File: config.mk
export PLATFORM = sky130hd
export DESIGN_NAME = shape_frame_rle_decoder_core
export DESIGN_NICKNAME = d
export VERILOG_FILES = /design/src/hdl/sfrd_pkg.sv /design/src/hdl/sfrd_out_skid.sv /design/src/hdl/shape_frame_rle_decoder_core.sv
export SDC_FILE = /design/constraint.sdc
export NUM_CORES = 1
export LEC_CHECK = 0
export BUFFER_PORTS_ARGS = -buffer_cell sky130_fd_sc_hd__buf_4
export CAP_MARGIN = 20
export CORE_ASPECT_RATIO = 1.25
export CORE_UTILIZATION = 61
export CTS_CLUSTER_SIZE = 8
export DETAILED_ROUTE_END_ITERATION = 16
export PLACE_DENSITY = 0.8
export SYNTH_ARGS = -nofsm -noshare
export SYNTH_HDL_FRONTEND = slang
export SYNTH_SLANG_ARGS = --single-unit
File: constraint.sdc
create_clock -name clk -period 6.64 [get_ports clk]
set_clock_uncertainty 0.05 [all_clocks]
set_input_delay 1.328 -clock clk [delete_from_list [all_inputs] [get_ports clk]]
set_output_delay 1.328 -clock clk [all_outputs]
set_load 0.02 [all_outputs]
File: src/hdl/sfrd_pkg.sv
// Shared types, register indexes and helpers for the sprite frame run decoder.
package sfrd_pkg;

  // Widths of the fixed fields.
  localparam int BYTE_W  = 8;
  localparam int COORD_W = 11;
  localparam int CFG_IDX_W = 3;
  localparam int CFG_DATA_W = 11;

  // Configuration register indexes.
  localparam logic [CFG_IDX_W-1:0] CFG_COMPRESSED_MODE = 3'd0;
  localparam logic [CFG_IDX_W-1:0] CFG_FRAME_LEFT      = 3'd1;
  localparam logic [CFG_IDX_W-1:0] CFG_FRAME_TOP       = 3'd2;
  localparam logic [CFG_IDX_W-1:0] CFG_FRAME_COLS      = 3'd3;
  localparam logic [CFG_IDX_W-1:0] CFG_FRAME_ROWS      = 3'd4;

  // Row header size in bytes and the transparent palette index.
  localparam logic [15:0]       HDR_BYTES   = 16'd2;
  localparam logic [BYTE_W-1:0] TRANSPARENT = 8'd0;
  localparam logic [COORD_W-1:0] COORD_MAX  = 11'd2047;

  // One decoded run; pixel_index sits in the lowest bits.
  typedef struct packed {
    logic               frame_last;
    logic               row_last;
    logic [COORD_W-1:0] y_pos;
    logic [COORD_W-1:0] x_start;
    logic [BYTE_W-1:0]  run_length;
    logic [BYTE_W-1:0]  pixel_index;
  } sfrd_res_t;

  // Clamp a 12-bit coordinate sum to the 11-bit image range.
  function automatic logic [COORD_W-1:0] sat_coord(input logic [COORD_W:0] v);
    sat_coord = v[COORD_W] ? COORD_MAX : v[COORD_W-1:0];
  endfunction

endpackage

File: src/hdl/sfrd_out_skid.sv
// Output register with a skid entry for decoded runs.
module sfrd_out_skid (
  input  logic                  clk,
  input  logic                  rst_n,
  input  logic                  push,
  input  sfrd_pkg::sfrd_res_t   push_res,
  output logic                  full,
  output logic                  out_tvalid,
  input  logic                  out_tready,
  output sfrd_pkg::sfrd_res_t   out_res
);
  import sfrd_pkg::*;

  logic      main_vld_r, main_vld_nxt;
  logic      skid_vld_r, skid_vld_nxt;
  sfrd_res_t main_res_r, main_res_nxt;
  sfrd_res_t skid_res_r, skid_res_nxt;
  logic      main_free;

  // The main register can take a new run when empty or being drained.
  assign main_free = !main_vld_r || out_tready;

  // Skid data comes first; the pusher must push only while the skid is empty; this block does not enforce it.
  always_comb begin
    main_vld_nxt = main_vld_r;
    main_res_nxt = main_res_r;
    skid_vld_nxt = skid_vld_r;
    skid_res_nxt = skid_res_r;
    if (main_free) begin
      if (skid_vld_r) begin
        main_vld_nxt = 1'b1;
        main_res_nxt = skid_res_r;
        skid_vld_nxt = 1'b0;
      end else begin
        main_vld_nxt = push;
        main_res_nxt = push_res;
      end
    end else if (push) begin
      skid_vld_nxt = 1'b1;
      skid_res_nxt = push_res;
    end
  end

  always_ff @(posedge clk) begin
    if (!rst_n) begin
      main_vld_r <= 1'b0;
      skid_vld_r <= 1'b0;
    end else begin
      main_vld_r <= main_vld_nxt;
      skid_vld_r <= skid_vld_nxt;
    end
    main_res_r <= main_res_nxt;
    skid_res_r <= skid_res_nxt;
  end

  assign full       = skid_vld_r;
  assign out_tvalid = main_vld_r;
  assign out_res    = main_res_r;

endmodule

File: src/hdl/shape_frame_rle_decoder_core.sv
// Top level of the sprite frame zero-run / raw pixel decoder.
//
//   Channel   Direction  Payload
//   in_*      slave      tdata: data_byte[7:0]
//   out_*     master     tdata: pixel_index, run_length, x_start, y_pos; tlast: row_last;
//                        tuser: frame_last
//   cfg_*     write only index 0..4: mode, left, top, cols, rows
//
// One byte is taken every cycle while the skid entry is free. A byte is
// registered at the input, decoded against the phase and counter registers,
// and its run (if any) lands in the output register. A skid entry behind
// the output register absorbs one run while the result side stalls; the input
// side stops only when that entry is full.
// Reset is synchronous and active low; it returns to the row header phase.
module shape_frame_rle_decoder_core #(
  parameter int MAX_DIM = 1024
) (
  input  logic                                clk,
  input  logic                                rst_n,
  input  logic                                in_tvalid,
  output logic                                in_tready,
  input  logic [7:0]                          in_tdata,   // [7:0] data_byte
  output logic                                out_tvalid,
  input  logic                                out_tready,
  // [7:0] pixel_index, [15:8] run_length, [26:16] x_start, [37:27] y_pos
  output logic [39:0]                         out_tdata,
  output logic                                out_tlast,  // row_last
  output logic                                out_tuser,  // [0] frame_last
  input  logic                                cfg_we,
  input  logic [sfrd_pkg::CFG_IDX_W-1:0]      cfg_index,
  input  logic [sfrd_pkg::CFG_DATA_W-1:0]     cfg_wdata
);
  import sfrd_pkg::*;

  // Largest usable frame dimension and the row counter width it needs.
  localparam int DIM_CAP = (MAX_DIM > 2047) ? 2047 : MAX_DIM;
  localparam int ROW_W   = $clog2(DIM_CAP);
  localparam logic [COORD_W-1:0] DIM_CAP_W = COORD_W'(DIM_CAP);

  typedef enum logic [1:0] {
    PH_LEN_LO,
    PH_LEN_HI,
    PH_BODY,
    PH_COUNT
  } phase_t;

  // Configuration registers.
  logic               mode_r;
  logic [9:0]         left_r;
  logic [9:0]         top_r;
  logic [COORD_W-1:0] cols_r;
  logic [COORD_W-1:0] rows_r;

  // Input register.
  logic              byte_vld_r;
  logic [BYTE_W-1:0] byte_r;

  // Decoder state.
  phase_t             phase_r, phase_nxt;
  logic [BYTE_W-1:0]  len_lo_r, len_lo_nxt;
  logic [15:0]        tot_r, tot_nxt;
  logic [15:0]        pos_r, pos_nxt;
  logic [COORD_W-1:0] col_r, col_nxt;
  logic [ROW_W-1:0]   row_r, row_nxt;

  logic               skid_full;
  logic               proc;
  logic               emit;
  logic [BYTE_W-1:0]  em_idx;
  logic [BYTE_W-1:0]  em_run;
  logic               em_row_end;
  logic               frame_end;
  logic               at_end;
  logic [15:0]        pos_inc;
  logic [15:0]        hdr_len;
  logic [COORD_W-1:0] eff_cols;
  logic [COORD_W-1:0] eff_rows;
  sfrd_res_t          res;
  sfrd_res_t          out_res;

  // Configuration writes; unknown indexes are dropped.
  always_ff @(posedge clk) begin
    if (!rst_n) begin
      mode_r <= 1'b1;
      left_r <= '0;
      top_r  <= '0;
      cols_r <= COORD_W'(1);
      rows_r <= COORD_W'(1);
    end else if (cfg_we) begin
      case (cfg_index)
        CFG_COMPRESSED_MODE: mode_r <= cfg_wdata[0];
        CFG_FRAME_LEFT:      left_r <= cfg_wdata[9:0];
        CFG_FRAME_TOP:       top_r  <= cfg_wdata[9:0];
        CFG_FRAME_COLS:      cols_r <= cfg_wdata;
        CFG_FRAME_ROWS:      rows_r <= cfg_wdata;
        default: ;
      endcase
    end
  end

  // Zero dimensions count as one, large ones are capped.
  assign eff_cols = (cols_r == '0) ? COORD_W'(1) : ((cols_r > DIM_CAP_W) ? DIM_CAP_W : cols_r);
  assign eff_rows = (rows_r == '0) ? COORD_W'(1) : ((rows_r > DIM_CAP_W) ? DIM_CAP_W : rows_r);

  // A byte is decoded whenever one is held and the skid entry is free.
  assign proc      = byte_vld_r && !skid_full;
  assign in_tready = !(byte_vld_r && skid_full);

  always_ff @(posedge clk) begin
    if (!rst_n) begin
      byte_vld_r <= 1'b0;
    end else if (in_tready) begin
      byte_vld_r <= in_tvalid;
    end
    if (in_tready) begin
      byte_r <= in_tdata;
    end
  end

  assign pos_inc = pos_r + 16'd1;
  assign at_end  = pos_inc >= tot_r;
  assign hdr_len = {byte_r, len_lo_r};

  // Phase machine for one byte, then the common run bookkeeping.
  always_comb begin
    phase_nxt  = phase_r;
    len_lo_nxt = len_lo_r;
    tot_nxt    = tot_r;
    pos_nxt    = pos_r;
    col_nxt    = col_r;
    row_nxt    = row_r;
    emit       = 1'b0;
    em_idx     = TRANSPARENT;
    em_run     = '0;
    em_row_end = 1'b0;

    if (!mode_r) begin
      // Raw bytes: one pixel each, row ends by column count.
      emit       = 1'b1;
      em_idx     = byte_r;
      em_run     = 8'd1;
      em_row_end = ({1'b0, col_r} + 12'd1) >= {1'b0, eff_cols};
    end else begin
      case (phase_r)
        PH_LEN_LO: begin
          len_lo_nxt = byte_r;
          phase_nxt  = PH_LEN_HI;
        end
        PH_LEN_HI: begin
          tot_nxt = (hdr_len < HDR_BYTES) ? HDR_BYTES : hdr_len;
          pos_nxt = HDR_BYTES;
          if (hdr_len <= HDR_BYTES) begin
            // Row with no body bytes.
            emit       = 1'b1;
            em_row_end = 1'b1;
          end else begin
            phase_nxt = PH_BODY;
          end
        end
        PH_BODY: begin
          pos_nxt = pos_inc;
          if (byte_r != TRANSPARENT) begin
            emit       = 1'b1;
            em_idx     = byte_r;
            em_run     = 8'd1;
            em_row_end = at_end;
          end else if (at_end) begin
            // Zero code as the row's last byte closes the row.
            emit       = 1'b1;
            em_row_end = 1'b1;
          end else begin
            phase_nxt = PH_COUNT;
          end
        end
        PH_COUNT: begin
          pos_nxt   = pos_inc;
          phase_nxt = PH_BODY;
          if (byte_r != 8'd0 || at_end) begin
            emit       = 1'b1;
            em_run     = byte_r;
            em_row_end = at_end;
          end
        end
        default: begin
          phase_nxt = PH_LEN_LO;
        end
      endcase
    end

    frame_end = em_row_end && (({1'b0, COORD_W'(row_r)} + 12'd1) >= {1'b0, eff_rows});

    if (emit) begin
      col_nxt = sat_coord({1'b0, col_r} + {4'd0, em_run});
      if (em_row_end) begin
        col_nxt   = '0;
        row_nxt   = frame_end ? '0 : row_r + ROW_W'(1);
        phase_nxt = PH_LEN_LO;
      end
    end
  end

  // Run fields use the position before this byte's update.
  always_comb begin
    res.pixel_index = em_idx;
    res.run_length  = em_run;
    res.x_start     = sat_coord({2'b00, left_r} + {1'b0, col_r});
    res.y_pos       = sat_coord({2'b00, top_r} + {1'b0, COORD_W'(row_r)});
    res.row_last    = em_row_end;
    res.frame_last  = frame_end;
  end

  always_ff @(posedge clk) begin
    if (!rst_n) begin
      phase_r  <= PH_LEN_LO;
      len_lo_r <= '0;
      tot_r    <= '0;
      pos_r    <= '0;
      col_r    <= '0;
      row_r    <= '0;
    end else if (proc) begin
      phase_r  <= phase_nxt;
      len_lo_r <= len_lo_nxt;
      tot_r    <= tot_nxt;
      pos_r    <= pos_nxt;
      col_r    <= col_nxt;
      row_r    <= row_nxt;
    end
  end

  // Result register with skid entry.
  sfrd_out_skid u_out (
    .clk        (clk),
    .rst_n      (rst_n),
    .push       (proc && emit),
    .push_res   (res),
    .full       (skid_full),
    .out_tvalid (out_tvalid),
    .out_tready (out_tready),
    .out_res    (out_res)
  );

  assign out_tdata = {2'b00, out_res.y_pos, out_res.x_start, out_res.run_length,
                      out_res.pixel_index};
  assign out_tlast = out_res.row_last;
  assign out_tuser = out_res.frame_last;

endmodule

# Word level (Yosys, flattened, before mapping)
# Index checks and enable logic that the tools add are counted.
# classes
addsub	7
mul	0
n_div	0
n_lt_le_gt_ge	7
eq_ne	7
shifts	0
mux	37
bitwise	2
reduce_logical	28
# ops
operator	n
$mux W11	8
$mux W40	1
$mux W8	5
$pmux W16 S2	1
$gt A11 B11 Y1 const B	2
$logic_not A11 Y1	2
$add A16 B1 Y16 const B	1
$ge A16 B16 Y1	1
$le A16 B2 Y1 const B	1
$lt A16 B2 Y1 const B	1
$mux W16	1
$pmux W8 S2	1
$reduce_and A2 Y1	7
$add A10 B11 Y12	1
$add A11 B1 Y12 const B	1
$add A11 B8 Y12	1
$ge A12 B11 Y1	1
$mux W2	6
$reduce_and A3 Y1	4
$add A10 B1 Y11 const B	1
$add A10 B10 Y11	1
$ge A11 B11 Y1	1
$add A10 B1 Y10 const B	1
$mux W1	10
other kinds (17)	28
# word_totals
reg_bits	197
latchBits	0
ram_bits	0
romBits	0
in_bits	27
wordCells	115
memories	0

# Longest topological paths before layout
# logic_depth
word_depth	9
ltp_mapped	23

# Modules after synthesis
# A second synthesis with hierarchy kept.
# hier_totals
cells_unflattened	1048
hier_area_um2	10381.2
# by_module_without_submodules
mod	instances	cells_each	area_each_um2	seq_area_each_um2
shape_frame_rle_decoder_core	1	915	7210.7	2382.3
sfrd_out_skid	1	133	3170.5	2442.3

# Worst setup path after synthesis
# OpenSTA, ideal clock, no wires.
# synth_timing
kind	reg2reg
from	register pos_r[0]
to	register u_out.skid_res_r[0] (netlist name), enable pin
arrival_ns	4.772
required_time_ns	6.148
setup_slack_ns	1.376
stages_incl_launch_ff	14
path_buffers	1
synth_period_minus_slack_ns	5.264
path_cell_list	dfxtp_1 -> ha_1 -> nand3_2 -> or4_4 -> buf_6 -> or2_1 -> xnor2_1 -> ha_1 -> nand4_1 -> nor3_1 -> a221o_1 -> a31o_2 -> o31a_4 -> nor2b_1
# synth_via
elab_chain_len	8
word_cells_on_any_way	10
classes_between	add/sub (1); order compare (1); mux (5); reduce/logical (3)
# synth_lines
item	line_no	rtl
from (decl)	shape_frame_rle_decoder_core.sv:62	logic [15:0] pos_r, pos_nxt;
from (signal assigned)	shape_frame_rle_decoder_core.sv:224	pos_r <= pos_nxt;
$add A16 B1 Y16 *	shape_frame_rle_decoder_core.sv:120	assign pos_inc = pos_r + 16'd1;
$ge A16 B16 Y1 *	shape_frame_rle_decoder_core.sv:121	assign at_end = pos_inc >= tot_r;
$mux W1 / $logic_or A1 B1 Y1 (equally long branches)	shape_frame_rle_decoder_core.sv:167, shape_frame_rle_decoder_core.sv:178	
$mux W1 (on tied branches)	shape_frame_rle_decoder_core.sv:162, shape_frame_rle_decoder_core.sv:178	
$pmux W1 S3 *	shape_frame_rle_decoder_core.sv:144	case (phase_r)
$mux W1 *	shape_frame_rle_decoder_core.sv:137	if (!mode_r) begin
$logic_and A1 B1 Y1 *	shape_frame_rle_decoder_core.sv:234	.push (proc && emit),
$reduce_and A2 Y1 (no line) *	-	
to (signal assigned)	sfrd_out_skid.sv:53	skid_res_r <= skid_res_nxt;
to (decl)	sfrd_out_skid.sv:17	sfrd_res_t skid_res_r, skid_res_nxt;
# Mark *: on every way between the ends. The rest lies on a longest branch, timed or not.
# A chain may end at the register's enable or synchronous reset.

# Final worst setup path
# layout_timing
from	register pos_r[0]
to	register col_r[8]
# layout_via
elab_chain_len	9
word_cells_on_any_way	19
classes_between	add/sub (2); order compare (1); mux (14); reduce/logical (2)
# layout_lines
item	line_no	rtl
$add A16 B1 Y16	shape_frame_rle_decoder_core.sv:120	
$ge A16 B16 Y1	shape_frame_rle_decoder_core.sv:121	
$logic_or A1 B1 Y1	shape_frame_rle_decoder_core.sv:178	if (byte_r != 8'd0 || at_end) begin
$mux W8	shape_frame_rle_decoder_core.sv:178	
$pmux W8 S2	shape_frame_rle_decoder_core.sv:144	
$mux W8	shape_frame_rle_decoder_core.sv:137	
net em_run[1]	shape_frame_rle_decoder_core.sv:70	logic [BYTE_W-1:0] em_run;
$add A11 B8 Y12	shape_frame_rle_decoder_core.sv:193	col_nxt = sat_coord({1'b0, col_r} + {4'd0, em_run});
$mux W11	sfrd_pkg.sv:34	sat_coord = v[COORD_W] ? COORD_MAX : v[COORD_W-1:0];
$mux W11	shape_frame_rle_decoder_core.sv:194	if (em_row_end) begin
to (signal assigned)	shape_frame_rle_decoder_core.sv:225	col_r <= col_nxt;
to (decl)	shape_frame_rle_decoder_core.sv:63	logic [COORD_W-1:0] col_r, col_nxt;
# The timed path passes the listed nets, and every way through them passes these cells.

==> results.md <==
- Site Rows: 52
- Vias in the first global route: 7860
- Critical setup path kind: flop to flop
- Yosys top cell by area: edfxtp_1
- Final setup vio count: 0
- Number of CTS-inserted buffers: 17
- Main synth FF type: dfxtp_1
- Min Clock Period, post-route: 5.54 ns
- Chip Height: 148 um
- Syn avg cell area: 9.55 um^2
- Crit path launch type: flop
- Area growth, synth to finish: 11.8%
- Achievable Freq: 181 MHz
- Worst Max-Slew Pin Slew: 0.853 ns
- Total Routing Usage GR: 0.276
- First-pass GRT wire length: 38200 um
- RD Place Congestion: 0.891
- Global route overflow: 0
- Via-to-Cell Ratio: 5.89
- Total power: 2410 uW
- Fin nets: 1238
- Drt wl/cell: 17.1 um
- RSZ-0062 raised after global routing: no
- Slew Limit Fails: 0
- H-tree levels: 4
- Slew HR: 0.427
- TNS Setup: 0 ns
- Status: completed
- CP Data Required Time: 6.95 ns
- Drt pass-1 iters: 5
- Max-cap violations: 0
- Multi-input logic area: 5220 um^2
- Clk_lat worst skew: 0.44 ns
- Placed Cells: 1335
- Top cells by count, synth: 202 x nand2_1, 109 x dfxtp_1, 88 x edfxtp_1, 77 x a21oi_1, 69 x ha_1
- Hold Vio Cnt, Final: 0
- Worst-path maximum fanout: 8
- Clk sinks: 197
- Dpl hpwl: 16500 um
- Lkg Pwr: 0.00481 uW
- DRT Wirelength: 23400 um
- Setup slack, reg-to-reg: 1.10 ns
- Final Cycle Share: 0.834
- Synth Cell Area: 10400 um^2
- CTS tree: built
- Post-Syn Instances: 1085
- Most frequent cell after synthesis: nand2_1
- Synth warn: 0
- DR iter-0 viols: 592
- Share of cells above drive strength 1: 0.136
- Die area: 17500 um^2
- Top post-synthesis cells by area: edfxtp_1 26%, dfxtp_1 21%, ha_1 8.3%
- Crit. End Element: flop
- Io pins: 71
- Synth async-reset ratio: 0
- Synth cell types: 74
- Clk slew on worst S/H paths: 0.08 ns
- # hold bufs at CTS: 0
- Power density cells: 208 nW/um^2
- Worst EP arrival: 5.85 ns
- Register bit total from synthesis: 197
- Via Count: 8059
- Top cell type's share of synthesized area: 0.255
- Root buf cell: clkbuf_16
- Worst-case clock buffer depth: 2
- Port Buf Inserts: 68
- Hold Path Class: flop to flop
- Worst vdd ir: 0.000185 V
- ANT cells: 0
- Post-cts resize count: 0
- Initial antenna violation count: 0
- Antenna Nets Post-Route: 0
- Initial core utilization: 0.632
- EDFF count, synth: 88
- Sequential fraction of the synthesis area: 0.466
- Reg area: 4820 um^2
- Drt drc: 0
- Width of the die: 119 um
- Fill cells: 1307
- Largest net degree at the start of global routing: 66
- Final Non-Filler Cells: 1368
- Setup Buffers After CTS: 0
- Core area: 16400 um^2
[worst max-delay path: stages (launching register included)]
cell and delay (ns):
dfxtp_1 0.45, ha_1 0.30, nand3_2 0.14, or4_4 0.61, or2_1 0.28, xnor2_1 0.14
ha_1 0.30, nand4_1 0.10, nor3_1 0.08, a221o_1 0.36, a31o_2 0.26, o2111a_1 0.30
and2_1 0.23, ha_1 0.31, a211o_1 0.12, o211ai_1 0.13, a21oi_1 0.26, o21bai_1 0.20
nor2_1 0.42, o21ai_0 0.17, a211oi_1 0.25
[report_power, final]
part / internal [uW] / total, uW / switching [uW]
Combinational: 55.7 / 141 / 85.3
Clock: 490 / 972 / 483
Sequential: 1280 / 1300 / 18.1
Total: 1830 / 2410 / 586
[state kept, by name, indices dropped and copies added, names as in the netlist, 2 cells and up]
register          flops
phase_r               2
left_r               10
cols_r               11
tot_r                16
u_out.out_res        40
u_out.skid_res_r     40
rows_r               11
len_lo_r              8
col_r                11
byte_r                8
pos_r                16
top_r                10
row_r                10
[cell families (layout without fill, tap and decap cells)]
| logic type | Yosys count | after routing | share of synthesized area |
|---|---|---|---|
| xor gates and xnor gates | 43 | 43 | 0.0371 |
| adders and majority gates | 72 | 72 | 0.0891 |
| AOI/OAI and AO/OA | 242 | 242 | 0.150 |
| muxes | 36 | 36 | 0.0382 |
| DFF | 197 | 197 | 0.466 |
| buffers and inverters | 79 | 145 | 0.0315 |
| and+or+nand+nor | 415 | 415 | 0.188 |
| other | 1 | 2 | 0.000362 |
[final timing paths]
check            from        to  depth (start not counted)
max reg2reg  pos_r[0]  col_r[8]                         20
min          top_r[4]  top_r[4]                          2
max          pos_r[0]  col_r[8]                         20
min reg2reg  top_r[4]  top_r[4]                          2
[routing by layer]
metal / routed length, um / vias up / part of all wire / global-route usage
li1: - / 3960 / - / -
met2: 12100 / 221 / 0.52 / 0.500
met1: 9620 / 3842 / 0.41 / 0.320
met4: 491 / 0 / 0.021 / 0.100
met3: 1210 / 36 / 0.052 / 0.0590
met5: 0 / - / 0 / 0
[cell usage in the layout (no fill, tap or decap), types with 6 or more instances in the layout]
cell type,instances
nor2b_1,17
a31oi_1,9
a211oi_1,6
nand2b_1,8
nor2_1,63
o22ai_1,8
buf_4,71
o21ai_0,46
nor3_1,10
edfxtp_1,88
a21boi_0,23
clkbuf_16,17
nand3_1,31
mux2_2,28
nor4_1,7
o2bb2ai_1,9
and2_1,20
o21a_1,9
or2_2,7
inv_1,38
and3_1,16
xor2_1,18
nand3b_1,9
nand4_1,7
a21o_1,8
ha_1,69
a21oi_1,77
xnor2_1,24
mux2i_1,8
nand2_1,202
dfxtp_1,109
[final cells by class]
| cell class | count | share of cell area |
|---|---|---|
| clock buffers | 18 | 0.0371 |
| flip-flops and latches | 197 | 0.417 |
| clock inverters | 14 | 0.0107 |
| repair buffers | 72 | 0.0478 |
| inverters | 41 | 0.0133 |
| well taps | 216 | 0.0233 |
| multi-input cells | 810 | 0.451 |
[through the flow]
stage	utilization	instance area (um^2)	hold slack (ns)	worst slack, ns
3_3_place_gp	0.671	11000	0.395	1.32
4_1_cts	0.705	11600	0.415	1.09
6_report	0.706	11600	0.414	1.10
5_1_grt	0.706	11600	0.435	0.721
3_5_place_dp	0.671	11000	0.403	1.18
2_1_floorplan	-	10400	0.386	1.38
(Power assumes the default switching activity.)
